==> src/sv/uerpm_pkg.sv <==
// Shared types, constants and codes of the ultrasonic echo ranger with PWM mapping.
package uerpm_pkg;

  localparam int MICRO_W = 17;
  localparam logic [MICRO_W-1:0] MICRO_MAX = {MICRO_W{1'b1}};

  localparam int FIFO_DEPTH = 4;
  localparam int FIFO_AW = $clog2(FIFO_DEPTH);
  localparam int FIFO_CW = $clog2(FIFO_DEPTH + 1);

  localparam int DIV_W = 32;
  localparam int DIV_SW = $clog2(DIV_W);

  // Distance in centimetres is echo time / 58, taken as (echo * DIST_RECIP) >> DIST_SHIFT,
  // which is exact for every 16-bit echo time.
  localparam logic [16:0] DIST_RECIP = 17'd72316;
  localparam int DIST_SHIFT = 22;

  localparam logic [2:0] CFG_TICKS_PER_US = 3'd0;
  localparam logic [2:0] CFG_TRIGGER_US = 3'd1;
  localparam logic [2:0] CFG_TIMEOUT_US = 3'd2;
  localparam logic [2:0] CFG_HOLDOFF_US = 3'd3;
  localparam logic [2:0] CFG_PERIOD_NEAR = 3'd4;
  localparam logic [2:0] CFG_PERIOD_FAR = 3'd5;
  localparam logic [2:0] CFG_DUTY_DIVISOR = 3'd6;

  localparam logic [7:0] RST_TICKS_PER_US = 8'd48;
  localparam logic [7:0] RST_TRIGGER_US = 8'd10;
  localparam logic [15:0] RST_TIMEOUT_US = 16'd25000;
  localparam logic [16:0] RST_HOLDOFF_US = 17'd60000;
  localparam logic [15:0] RST_PERIOD_NEAR = 16'd6250;
  localparam logic [15:0] RST_PERIOD_FAR = 16'd23150;
  localparam logic [7:0] RST_DUTY_DIVISOR = 8'd5;

  typedef struct packed {
    logic [7:0]  ticks_per_us;
    logic [7:0]  trigger_us;
    logic [15:0] timeout_us;
    logic [16:0] holdoff_us;
    logic [15:0] period_near;
    logic [15:0] period_far;
    logic [7:0]  duty_divisor;
  } cfg_t;

  typedef struct packed {
    logic        trig;
    logic        done;
    logic [15:0] echo;
  } tick_rec_t;

  typedef struct packed {
    logic             start;
    logic [DIV_W-1:0] dividend;
    logic [15:0]      divisor;
  } div_req_t;

  typedef struct packed {
    logic             done;
    logic [DIV_W-1:0] quotient;
  } div_rsp_t;

  typedef enum logic [1:0] {
    PH_TRIGGER,
    PH_WAIT,
    PH_HIGH,
    PH_HOLD
  } phase_e;

  typedef enum logic [3:0] {
    BK_IDLE,
    BK_MUL,
    BK_QUO_GO,
    BK_QUO,
    BK_DUTY_GO,
    BK_DUTY,
    BK_OUT
  } back_state_e;

endpackage

==> src/sv/ultrasonic_echo_ranger_pwm_map_top.sv <==
// Every transfer on the input is one clock tick of the ranging loop carrying the sampled echo level,
// and every one gives exactly one result transfer. An ordinary tick passes through the tick queue
// and is then loaded into the result register, and such ticks flow at one per cycle while the
// output does not stall. A tick that completes a measurement holds the back end (one multiply,
// which also gives the distance by a reciprocal, then two passes of the shared serial divider for
// period and duty), during which the four-entry tick queue fills and the input then stalls.
// Configuration writes are accepted at any time on their own channel and take effect at once, so
// they should be made while no transfer is in flight.
module ultrasonic_echo_ranger_pwm_map_top
  import uerpm_pkg::*;
(
  input  logic        clk_i,
  input  logic        rst_ni,
  input  logic        cfg_valid_i,
  output logic        cfg_ready_o,
  input  logic [2:0]  cfg_index_i,
  input  logic [16:0] cfg_data_i,
  input  logic        in_valid_i,
  output logic        in_stall_o,
  input  logic        echo_level_i,
  output logic        out_valid_o,
  input  logic        out_stall_i,
  output logic        trigger_out_o,
  output logic        done_res_o,
  output logic [15:0] echo_time_us_o,
  output logic        object_found_o,
  output logic [15:0] period_count_o,
  output logic [15:0] duty_count_o,
  output logic [10:0] distance_cm_o
);

  cfg_t      cfg_q;
  logic      push;
  tick_rec_t push_rec;
  logic      pop;
  tick_rec_t pop_rec;
  logic      fifo_full;
  logic      fifo_empty;
  div_req_t  div_req;
  div_rsp_t  div_rsp;

  assign cfg_ready_o = 1'b1;
  assign in_stall_o  = fifo_full;

  always_ff @(posedge clk_i or negedge rst_ni) begin
    if (!rst_ni) begin
      cfg_q.ticks_per_us <= RST_TICKS_PER_US;
      cfg_q.trigger_us   <= RST_TRIGGER_US;
      cfg_q.timeout_us   <= RST_TIMEOUT_US;
      cfg_q.holdoff_us   <= RST_HOLDOFF_US;
      cfg_q.period_near  <= RST_PERIOD_NEAR;
      cfg_q.period_far   <= RST_PERIOD_FAR;
      cfg_q.duty_divisor <= RST_DUTY_DIVISOR;
    end else if (cfg_valid_i && cfg_ready_o) begin
      case (cfg_index_i)
        CFG_TICKS_PER_US: cfg_q.ticks_per_us <= cfg_data_i[7:0];
        CFG_TRIGGER_US:   cfg_q.trigger_us   <= cfg_data_i[7:0];
        CFG_TIMEOUT_US:   cfg_q.timeout_us   <= cfg_data_i[15:0];
        CFG_HOLDOFF_US:   cfg_q.holdoff_us   <= cfg_data_i;
        CFG_PERIOD_NEAR:  cfg_q.period_near  <= cfg_data_i[15:0];
        CFG_PERIOD_FAR:   cfg_q.period_far   <= cfg_data_i[15:0];
        CFG_DUTY_DIVISOR: cfg_q.duty_divisor <= cfg_data_i[7:0];
        default: begin
          cfg_q <= cfg_q;
        end
      endcase
    end
  end

  uerpm_front u_front (
    .clk_i        (clk_i),
    .rst_ni       (rst_ni),
    .cfg_i        (cfg_q),
    .in_valid_i   (in_valid_i),
    .echo_level_i (echo_level_i),
    .fifo_full_i  (fifo_full),
    .push_o       (push),
    .rec_o        (push_rec)
  );

  uerpm_fifo u_fifo (
    .clk_i      (clk_i),
    .rst_ni     (rst_ni),
    .push_i     (push),
    .push_rec_i (push_rec),
    .pop_i      (pop),
    .pop_rec_o  (pop_rec),
    .full_o     (fifo_full),
    .empty_o    (fifo_empty)
  );

  uerpm_div u_div (
    .clk_i  (clk_i),
    .rst_ni (rst_ni),
    .req_i  (div_req),
    .rsp_o  (div_rsp)
  );

  uerpm_back u_back (
    .clk_i          (clk_i),
    .rst_ni         (rst_ni),
    .cfg_i          (cfg_q),
    .fifo_empty_i   (fifo_empty),
    .rec_i          (pop_rec),
    .pop_o          (pop),
    .div_req_o      (div_req),
    .div_rsp_i      (div_rsp),
    .out_valid_o    (out_valid_o),
    .out_stall_i    (out_stall_i),
    .trigger_out_o  (trigger_out_o),
    .done_res_o     (done_res_o),
    .echo_time_us_o (echo_time_us_o),
    .object_found_o (object_found_o),
    .period_count_o (period_count_o),
    .duty_count_o   (duty_count_o),
    .distance_cm_o  (distance_cm_o)
  );

endmodule

==> src/sv/uerpm_front.sv <==
// Front end: trigger, echo wait, echo width and holdoff sequencing, one tick per transfer.
module uerpm_front
  import uerpm_pkg::*;
(
  input  logic      clk_i,
  input  logic      rst_ni,
  input  cfg_t      cfg_i,
  input  logic      in_valid_i,
  input  logic      echo_level_i,
  input  logic      fifo_full_i,
  output logic      push_o,
  output tick_rec_t rec_o
);

  typedef struct packed {
    logic [7:0]         pres;
    logic [MICRO_W-1:0] micro;
  } cnt_t;

  phase_e             phase_q, phase_d;
  logic [7:0]         pres_q, pres_d;
  logic [MICRO_W-1:0] micro_q, micro_d;

  logic [7:0]  tpu;
  cnt_t        base;
  cnt_t        adv;
  logic        tmo;
  logic        trig_end;
  logic        hold_end;
  logic        done_w;
  logic [15:0] echo_w;
  logic        accept;

  function automatic cnt_t advance(input cnt_t c, input logic [7:0] t);
    cnt_t r;
    logic [8:0] p1;
    r  = c;
    p1 = {1'b0, c.pres} + 9'd1;
    if (p1 >= {1'b0, t}) begin
      r.pres = 8'd0;
      if (c.micro != MICRO_MAX) begin
        r.micro = c.micro + MICRO_W'(1);
      end
    end else begin
      r.pres = p1[7:0];
    end
    return r;
  endfunction

  assign accept = in_valid_i && !fifo_full_i;
  assign tpu = (cfg_i.ticks_per_us == 8'd0) ? 8'd1 : cfg_i.ticks_per_us;

  always_comb begin
    if (phase_q == PH_WAIT && echo_level_i) begin
      base = '0;
    end else begin
      base.pres  = pres_q;
      base.micro = micro_q;
    end
    adv = advance(base, tpu);
    tmo = (32'(adv.micro) > 32'(cfg_i.timeout_us)) || (adv.micro == MICRO_MAX);
    trig_end = (32'(adv.micro) >= 32'(cfg_i.trigger_us)) || (adv.micro == MICRO_MAX);
    hold_end = (32'(adv.micro) >= 32'(cfg_i.holdoff_us)) || (adv.micro == MICRO_MAX);
    done_w = 1'b0;
    echo_w = cfg_i.timeout_us;
    case (phase_q)
      PH_WAIT: begin
        done_w = tmo;
      end
      PH_HIGH: begin
        if (!echo_level_i) begin
          done_w = 1'b1;
          echo_w = micro_q[15:0];
        end else begin
          done_w = tmo;
        end
      end
      default: begin
        done_w = 1'b0;
      end
    endcase
  end

  // Next state.
  always_comb begin
    phase_d = phase_q;
    pres_d  = adv.pres;
    micro_d = adv.micro;
    case (phase_q)
      PH_TRIGGER: begin
        if (trig_end) begin
          phase_d = PH_WAIT;
          pres_d  = '0;
          micro_d = '0;
        end
      end
      PH_WAIT: begin
        if (done_w) begin
          phase_d = PH_HOLD;
          pres_d  = '0;
          micro_d = '0;
        end else if (echo_level_i) begin
          phase_d = PH_HIGH;
        end
      end
      PH_HIGH: begin
        if (done_w) begin
          phase_d = PH_HOLD;
          pres_d  = '0;
          micro_d = '0;
        end
      end
      PH_HOLD: begin
        if (hold_end) begin
          phase_d = PH_TRIGGER;
          pres_d  = '0;
          micro_d = '0;
        end
      end
      default: begin
        phase_d = PH_TRIGGER;
      end
    endcase
  end

  // Outputs.
  always_comb begin
    push_o     = accept;
    rec_o.trig = (phase_q == PH_TRIGGER);
    rec_o.done = done_w;
    rec_o.echo = echo_w;
  end

  always_ff @(posedge clk_i or negedge rst_ni) begin
    if (!rst_ni) begin
      phase_q <= PH_TRIGGER;
      pres_q  <= '0;
      micro_q <= '0;
    end else if (accept) begin
      phase_q <= phase_d;
      pres_q  <= pres_d;
      micro_q <= micro_d;
    end
  end

endmodule

==> src/sv/uerpm_fifo.sv <==
// Short queue of tick records between the front end and the back end.
module uerpm_fifo
  import uerpm_pkg::*;
(
  input  logic      clk_i,
  input  logic      rst_ni,
  input  logic      push_i,
  input  tick_rec_t push_rec_i,
  input  logic      pop_i,
  output tick_rec_t pop_rec_o,
  output logic      full_o,
  output logic      empty_o
);

  tick_rec_t          mem_q [FIFO_DEPTH];
  logic [FIFO_AW-1:0] wr_ptr_q, rd_ptr_q;
  logic [FIFO_CW-1:0] count_q;

  assign full_o    = (count_q == FIFO_CW'(FIFO_DEPTH));
  assign empty_o   = (count_q == '0);
  assign pop_rec_o = mem_q[rd_ptr_q];

  always_ff @(posedge clk_i) begin
    if (push_i) begin
      mem_q[wr_ptr_q] <= push_rec_i;
    end
  end

  always_ff @(posedge clk_i or negedge rst_ni) begin
    if (!rst_ni) begin
      wr_ptr_q <= '0;
      rd_ptr_q <= '0;
      count_q  <= '0;
    end else begin
      if (push_i) begin
        wr_ptr_q <= wr_ptr_q + FIFO_AW'(1);
      end
      if (pop_i) begin
        rd_ptr_q <= rd_ptr_q + FIFO_AW'(1);
      end
      if (push_i && !pop_i) begin
        count_q <= count_q + FIFO_CW'(1);
      end else if (pop_i && !push_i) begin
        count_q <= count_q - FIFO_CW'(1);
      end
    end
  end

  a_no_overflow: assert property (@(posedge clk_i) disable iff (!rst_ni)
    !(push_i && full_o && !pop_i)) else $error("queue written while full");

  a_no_underflow: assert property (@(posedge clk_i) disable iff (!rst_ni)
    !(pop_i && empty_o)) else $error("queue read while empty");

endmodule

==> src/sv/uerpm_div.sv <==
// Shared restoring divider, one quotient bit per cycle.
module uerpm_div
  import uerpm_pkg::*;
(
  input  logic     clk_i,
  input  logic     rst_ni,
  input  div_req_t req_i,
  output div_rsp_t rsp_o
);

  logic              busy_q;
  logic              done_q;
  logic [DIV_SW-1:0] cnt_q;
  logic [DIV_W-1:0]  quo_q;
  logic [15:0]       rem_q;
  logic [15:0]       dsr_q;

  logic [16:0] shifted;
  logic        ge;
  logic [16:0] diff;

  assign shifted = {rem_q, quo_q[DIV_W-1]};
  assign ge      = (shifted >= {1'b0, dsr_q});
  assign diff    = shifted - {1'b0, dsr_q};

  assign rsp_o.done     = done_q;
  assign rsp_o.quotient = quo_q;

  always_ff @(posedge clk_i) begin
    if (req_i.start) begin
      quo_q <= req_i.dividend;
      rem_q <= '0;
      dsr_q <= req_i.divisor;
    end else if (busy_q) begin
      quo_q <= {quo_q[DIV_W-2:0], ge};
      rem_q <= ge ? diff[15:0] : shifted[15:0];
    end
  end

  always_ff @(posedge clk_i or negedge rst_ni) begin
    if (!rst_ni) begin
      busy_q <= 1'b0;
      done_q <= 1'b0;
      cnt_q  <= '0;
    end else begin
      done_q <= 1'b0;
      if (req_i.start) begin
        busy_q <= 1'b1;
        cnt_q  <= '0;
      end else if (busy_q) begin
        cnt_q <= cnt_q + DIV_SW'(1);
        if (cnt_q == DIV_SW'(DIV_W - 1)) begin
          busy_q <= 1'b0;
          done_q <= 1'b1;
        end
      end
    end
  end

endmodule

==> src/sv/uerpm_back.sv <==
// Back end: maps finished measurements to period, duty and distance and drives the result register.
module uerpm_back
  import uerpm_pkg::*;
(
  input  logic        clk_i,
  input  logic        rst_ni,
  input  cfg_t        cfg_i,
  input  logic        fifo_empty_i,
  input  tick_rec_t   rec_i,
  output logic        pop_o,
  output div_req_t    div_req_o,
  input  div_rsp_t    div_rsp_i,
  output logic        out_valid_o,
  input  logic        out_stall_i,
  output logic        trigger_out_o,
  output logic        done_res_o,
  output logic [15:0] echo_time_us_o,
  output logic        object_found_o,
  output logic [15:0] period_count_o,
  output logic [15:0] duty_count_o,
  output logic [10:0] distance_cm_o
);

  back_state_e state_q, state_d;

  logic        out_valid_q, out_valid_d;
  logic        trig_q, done_q, found_q;
  logic [15:0] echo_q, per_q, duty_q;
  logic [10:0] dist_q;

  logic        ptrig_q;
  logic [15:0] e_q;
  logic [31:0] prod_q;
  logic        found_w_q;
  logic [15:0] per_w_q, duty_w_q;
  logic [10:0] dist_w_q;

  logic        slot_free;
  logic        load_tick;
  logic        load_meas;
  logic        upward;
  logic [15:0] span;
  logic [7:0]  dd_eff;
  logic [32:0] dist_prod;

  assign slot_free = !out_valid_q || !out_stall_i;
  assign upward    = (cfg_i.period_far >= cfg_i.period_near);
  assign span      = upward ? (cfg_i.period_far - cfg_i.period_near)
                            : (cfg_i.period_near - cfg_i.period_far);
  assign dd_eff    = (cfg_i.duty_divisor == 8'd0) ? 8'd1 : cfg_i.duty_divisor;
  assign dist_prod = 33'(e_q) * 33'(DIST_RECIP);

  // Next state.
  always_comb begin
    state_d = state_q;
    case (state_q)
      BK_IDLE: begin
        if (!fifo_empty_i && slot_free && rec_i.done) begin
          state_d = BK_MUL;
        end
      end
      BK_MUL:     state_d = BK_QUO_GO;
      BK_QUO_GO:  state_d = BK_QUO;
      BK_QUO: begin
        if (div_rsp_i.done) begin
          state_d = BK_DUTY_GO;
        end
      end
      BK_DUTY_GO: state_d = BK_DUTY;
      BK_DUTY: begin
        if (div_rsp_i.done) begin
          state_d = BK_OUT;
        end
      end
      BK_OUT: begin
        if (slot_free) begin
          state_d = BK_IDLE;
        end
      end
      default: state_d = BK_IDLE;
    endcase
  end

  // Outputs of the sequencer.
  always_comb begin
    pop_o              = 1'b0;
    load_meas          = 1'b0;
    div_req_o.start    = 1'b0;
    div_req_o.dividend = prod_q;
    div_req_o.divisor  = cfg_i.timeout_us;
    case (state_q)
      BK_IDLE: begin
        pop_o = !fifo_empty_i && slot_free;
      end
      BK_QUO_GO: begin
        div_req_o.start = 1'b1;
      end
      BK_DUTY_GO: begin
        div_req_o.start    = 1'b1;
        div_req_o.dividend = 32'(per_w_q);
        div_req_o.divisor  = 16'(dd_eff);
      end
      BK_OUT: begin
        load_meas = slot_free;
      end
      default: begin
        pop_o = 1'b0;
      end
    endcase
  end

  assign load_tick = pop_o && !rec_i.done;

  always_comb begin
    out_valid_d = out_valid_q;
    if (load_tick || load_meas) begin
      out_valid_d = 1'b1;
    end else if (!out_stall_i) begin
      out_valid_d = 1'b0;
    end
  end

  always_ff @(posedge clk_i) begin
    if (pop_o) begin
      e_q     <= rec_i.echo;
      ptrig_q <= rec_i.trig;
    end
    if (state_q == BK_MUL) begin
      prod_q    <= 32'(e_q) * 32'(span);
      found_w_q <= (e_q < cfg_i.timeout_us);
      dist_w_q  <= dist_prod[DIST_SHIFT+10:DIST_SHIFT];
    end
    if (state_q == BK_QUO && div_rsp_i.done) begin
      per_w_q <= upward ? (cfg_i.period_near + div_rsp_i.quotient[15:0])
                        : (cfg_i.period_near - div_rsp_i.quotient[15:0]);
    end
    if (state_q == BK_DUTY && div_rsp_i.done) begin
      duty_w_q <= div_rsp_i.quotient[15:0];
    end
  end

  always_ff @(posedge clk_i or negedge rst_ni) begin
    if (!rst_ni) begin
      state_q     <= BK_IDLE;
      out_valid_q <= 1'b0;
      trig_q      <= 1'b0;
      done_q      <= 1'b0;
      echo_q      <= '0;
      found_q     <= 1'b0;
      per_q       <= '0;
      duty_q      <= '0;
      dist_q      <= '0;
    end else begin
      state_q     <= state_d;
      out_valid_q <= out_valid_d;
      if (load_tick) begin
        trig_q <= rec_i.trig;
        done_q <= 1'b0;
      end else if (load_meas) begin
        trig_q  <= ptrig_q;
        done_q  <= 1'b1;
        echo_q  <= e_q;
        found_q <= found_w_q;
        per_q   <= found_w_q ? per_w_q : 16'd0;
        duty_q  <= found_w_q ? duty_w_q : 16'd0;
        dist_q  <= dist_w_q;
      end
    end
  end

  assign out_valid_o    = out_valid_q;
  assign trigger_out_o  = trig_q;
  assign done_res_o     = done_q;
  assign echo_time_us_o = echo_q;
  assign object_found_o = found_q;
  assign period_count_o = per_q;
  assign duty_count_o   = duty_q;
  assign distance_cm_o  = dist_q;

  a_div_done_expected: assert property (@(posedge clk_i) disable iff (!rst_ni)
    div_rsp_i.done |-> (state_q == BK_QUO || state_q == BK_DUTY))
    else $error("divider finished outside a divide step");

  a_no_object_zero: assert property (@(posedge clk_i) disable iff (!rst_ni)
    !found_q |-> (per_q == 16'd0 && duty_q == 16'd0))
    else $error("period or duty nonzero without an object");

  a_found_matches_echo: assert property (@(posedge clk_i) disable iff (!rst_ni)
    (out_valid_q && done_q) |-> (found_q == (echo_q < cfg_i.timeout_us)))
    else $error("object flag disagrees with echo time");

endmodule

==> config.mk <==
export PLATFORM = sky130hd
export DESIGN_NAME = ultrasonic_echo_ranger_pwm_map_top
export DESIGN_NICKNAME = d
export VERILOG_FILES = /design/src/sv/uerpm_pkg.sv /design/src/sv/ultrasonic_echo_ranger_pwm_map_top.sv /design/src/sv/uerpm_front.sv /design/src/sv/uerpm_fifo.sv /design/src/sv/uerpm_div.sv /design/src/sv/uerpm_back.sv
export SDC_FILE = /design/constraint.sdc
export NUM_CORES = 2
export LEC_CHECK = 0
export BUFFER_PORTS_ARGS = -buffer_cell sky130_fd_sc_hd__buf_2
export CORE_UTILIZATION = 40
export CTS_BUF_LIST = sky130_fd_sc_hd__clkbuf_4 sky130_fd_sc_hd__clkbuf_8
export CTS_CLUSTER_DIAMETER = 150
export CTS_CLUSTER_SIZE = 24
export DETAILED_ROUTE_END_ITERATION = 6
export PLACE_DENSITY = 0.59
export SYNTH_ARGS = -nofsm -noshare
export SYNTH_HDL_FRONTEND = slang
export SYNTH_SLANG_ARGS = --single-unit
==> constraint.sdc <==
create_clock -name clk_i -period 26 [get_ports clk_i]
set_input_delay 3.9 -clock clk_i [delete_from_list [all_inputs] [get_ports clk_i]]
set_output_delay 3.9 -clock clk_i [all_outputs]
set_load 0.05 [all_outputs]
==> metrics <==
Die Y=296 um; # IOs=91; via count=24000; setup tns final=0 ps; sequential area share after synthesis=33.8%; Hold Crit Class=flop to flop; crit end category=flop; CORE AREA=85300 sq um; grt peak-use layer=met2; Slew Viols, Final=0; CTS tree=done; Yosys top cell area share=18.5%; Synth async-reset ratio=46.1%; Post-synth top cells=497 x inv_1, 457 x nand2_1, 361 x ha_1; filler instances=8385; Site Rows=107; area leader, netlist=edfxtp_1; kind of critical path=flop to flop; Final setup viols=0; Max H-tree Level=1; largest net degree at the start of global routing=75; Antenna Violating Nets Remaining=0; GRT met1 Usage=28.9%; DIE WIDTH=296 um; Max stage delay on crit path=620 ps; Post-DP HPWL=65200 um; Slew headroom=21.1%; syn avg cell area=10.2 sq um; Mapped Nets=4067; Yosys warning total=0; clk_lat worst skew=690 ps; initial antenna violation count=6; Mapped Cells=3395; critical path's most frequent cell=fa_1; WL/cell=18.9 um; First-pass DRT Iterations=6; Setup Fix Bufs, Post-CTS=0; DRT iter0 DRCs=1635; clock slew at reported path FFs=160 ps; gr ovfl total=0; clk_skew=39.0 ps; fin util=43.2%; Port Buffers=89; TritonCTS buffer count=22; CP Launch Type=flop; Worst Tran Pin Value=1180 ps; DRC errors left=0; period utilisation layout=39.0%; Hold WS=456 ps; Fmax=98.6 MHz; max_cap viols=0; CP required=26450 ps; status=finished clean; Total Routing Usage GR=20.4%; clock tree buffer depth=3; gpl congestion=0.903; first-pass GRT wire length=138000 um; die area=87400 sq um; worst path arrival time=10590 ps; root buffer cell=clkbuf_8; vias in the first global route=24200; Yosys cell types=83; CTS sink cnt=425; RSZ-0062 raised after global routing=false; Post-synth EDFFs=213; CP max-delay cell=nor2_1; Via density=5.23; met2 Usage GRT=33.3%; Initial Util=40.5%; final hold vios=0; met3 Use GR=2.66%; post-synth design cell area=34500 sq um; cts hold-fix bufs=0; synth top area cells=edfxtp_1 19%, fa_1 17%, ha_1 13%; Post-synth top flop=edfxtp_1; crit path time final=10140 ps; Diodes inserted=0; most frequent cell after synthesis=inv_1; Post-CTS Resized=0; Yosys reg bits=425; Area Overhead vs Synth=6.74%; Nets=4109; Total Wirelength=86800 um; CP max FO=11; share of cells above drive strength 1=9.35%
-- metal layers --
layer  vias to the layer above  share of wire, %
li1                      11500                 -
met1                     11900                47
met2                       518                46
met3                       107               4.9
met4                         0               2.2
met5                         -                 0
-- state kept, by name, summed over array words and instances (netlist names), 17 cells and up --
name and cells:
u_front.micro_q 17, u_fifo.mem_q 72, u_div.quo_q 32, cfg_q 89, u_back.prod_q 32
-- path summary, 6_finish.rpt --
kind,from,endpoint,slack [ps],cells after the start
hold / removal,u_back.dist_w_q[0],u_back.distance_cm_o[0],460,2
setup reg to reg,cfg_q[17],u_back.prod_q[24],15860,31
hold reg to reg,u_back.dist_w_q[0],u_back.distance_cm_o[0],460,2
min in group asynchronous,rst_ni,cfg_q[16],3150,1
setup / recovery,cfg_q[17],u_back.prod_q[24],15860,31
max in group asynchronous,rst_ni,u_back.object_found_o,21470,2
-- critical path: cells and delay by family (launching register included) --
kind	cells	cell delay, ps
XOR/XNOR	1	80
buffers and inverters	5	500
AO/OA/AOI/OAI	11	2690
adder cells (fa/ha/maj)	8	3930
AND/OR/NAND/NOR	5	1730
multiplexers	1	390
flip-flops	1	570
-- placed cells by master, fill, tap and decap left out, types with 10 or more instances in the layout --
| cell | instances |
|---|---|
| a211oi_1 | 31 |
| nor2_1 | 135 |
| dfrtp_1 | 162 |
| o21a_1 | 21 |
| or3_1 | 10 |
| clkbuf_8 | 22 |
| xor2_1 | 25 |
| nand3_1 | 68 |
| clkbuf_4 | 14 |
| mux4_2 | 18 |
| edfxtp_1 | 213 |
| nor3_1 | 35 |
| nand4_1 | 31 |
| a31oi_1 | 10 |
| inv_1 | 497 |
| nand2b_1 | 26 |
| dfxtp_1 | 16 |
| nor2b_1 | 23 |
| and2_1 | 108 |
| dfstp_2 | 34 |
| mux2i_1 | 40 |
| o21bai_1 | 15 |
| a22o_1 | 17 |
| mux2_2 | 50 |
| a221o_1 | 11 |
| fa_1 | 285 |
| ha_1 | 361 |
| a21oi_1 | 94 |
| o21ai_0 | 148 |
| buf_2 | 88 |
| buf_4 | 55 |
| xnor2_1 | 77 |
| nor4_1 | 14 |
| a21o_1 | 51 |
| nand2_1 | 457 |
| o31ai_1 | 18 |
| and3_1 | 20 |
| o211ai_1 | 21 |
-- area by class of cell --
cell class              count  area (sq um)  share of cell area [%]
multi-input cells        2345         20500                    55.8
flip-flops and latches    425         11700                    31.7
inverters                 499          1870                    5.09
well taps                1144          1430                    3.89
repair buffers            144           868                    2.36
clock buffers              36           408                    1.11
clock inverters             4          46.3                   0.126
-- metrics by stage --
| stage | instance area, sq um | std cells | setup slack, ps |
|---|---|---|---|
| final | 36800 | 4597 | 15860 |
| after global routing | 36800 | 4597 | 15290 |
| after CTS | 36800 | 4597 | 15890 |
| after detailed placement | 36400 | 4557 | 15280 |
| after global placement | 36400 | 4557 | 15470 |
| after floorplan | 34500 | 3395 | 16890 |
-- cells by family after synthesis --
| group | count (synthesis) | share of synthesized area [%] |
|---|---|---|
| AND/OR/NAND/NOR | 971 | 13.1 |
| adder cells (fa/ha/maj) | 646 | 29.6 |
| other | 1 | 0.0109 |
| AO/OA/AOI/OAI | 514 | 9.89 |
| XOR/XNOR | 104 | 2.64 |
| buffers and inverters | 625 | 6.87 |
| multiplexers | 109 | 4.00 |
| flip-flops | 425 | 33.8 |
Power is left out: the tool's default activity adds up to more than one toggle a clock period on the data nets, which glitch-free logic cannot reach.
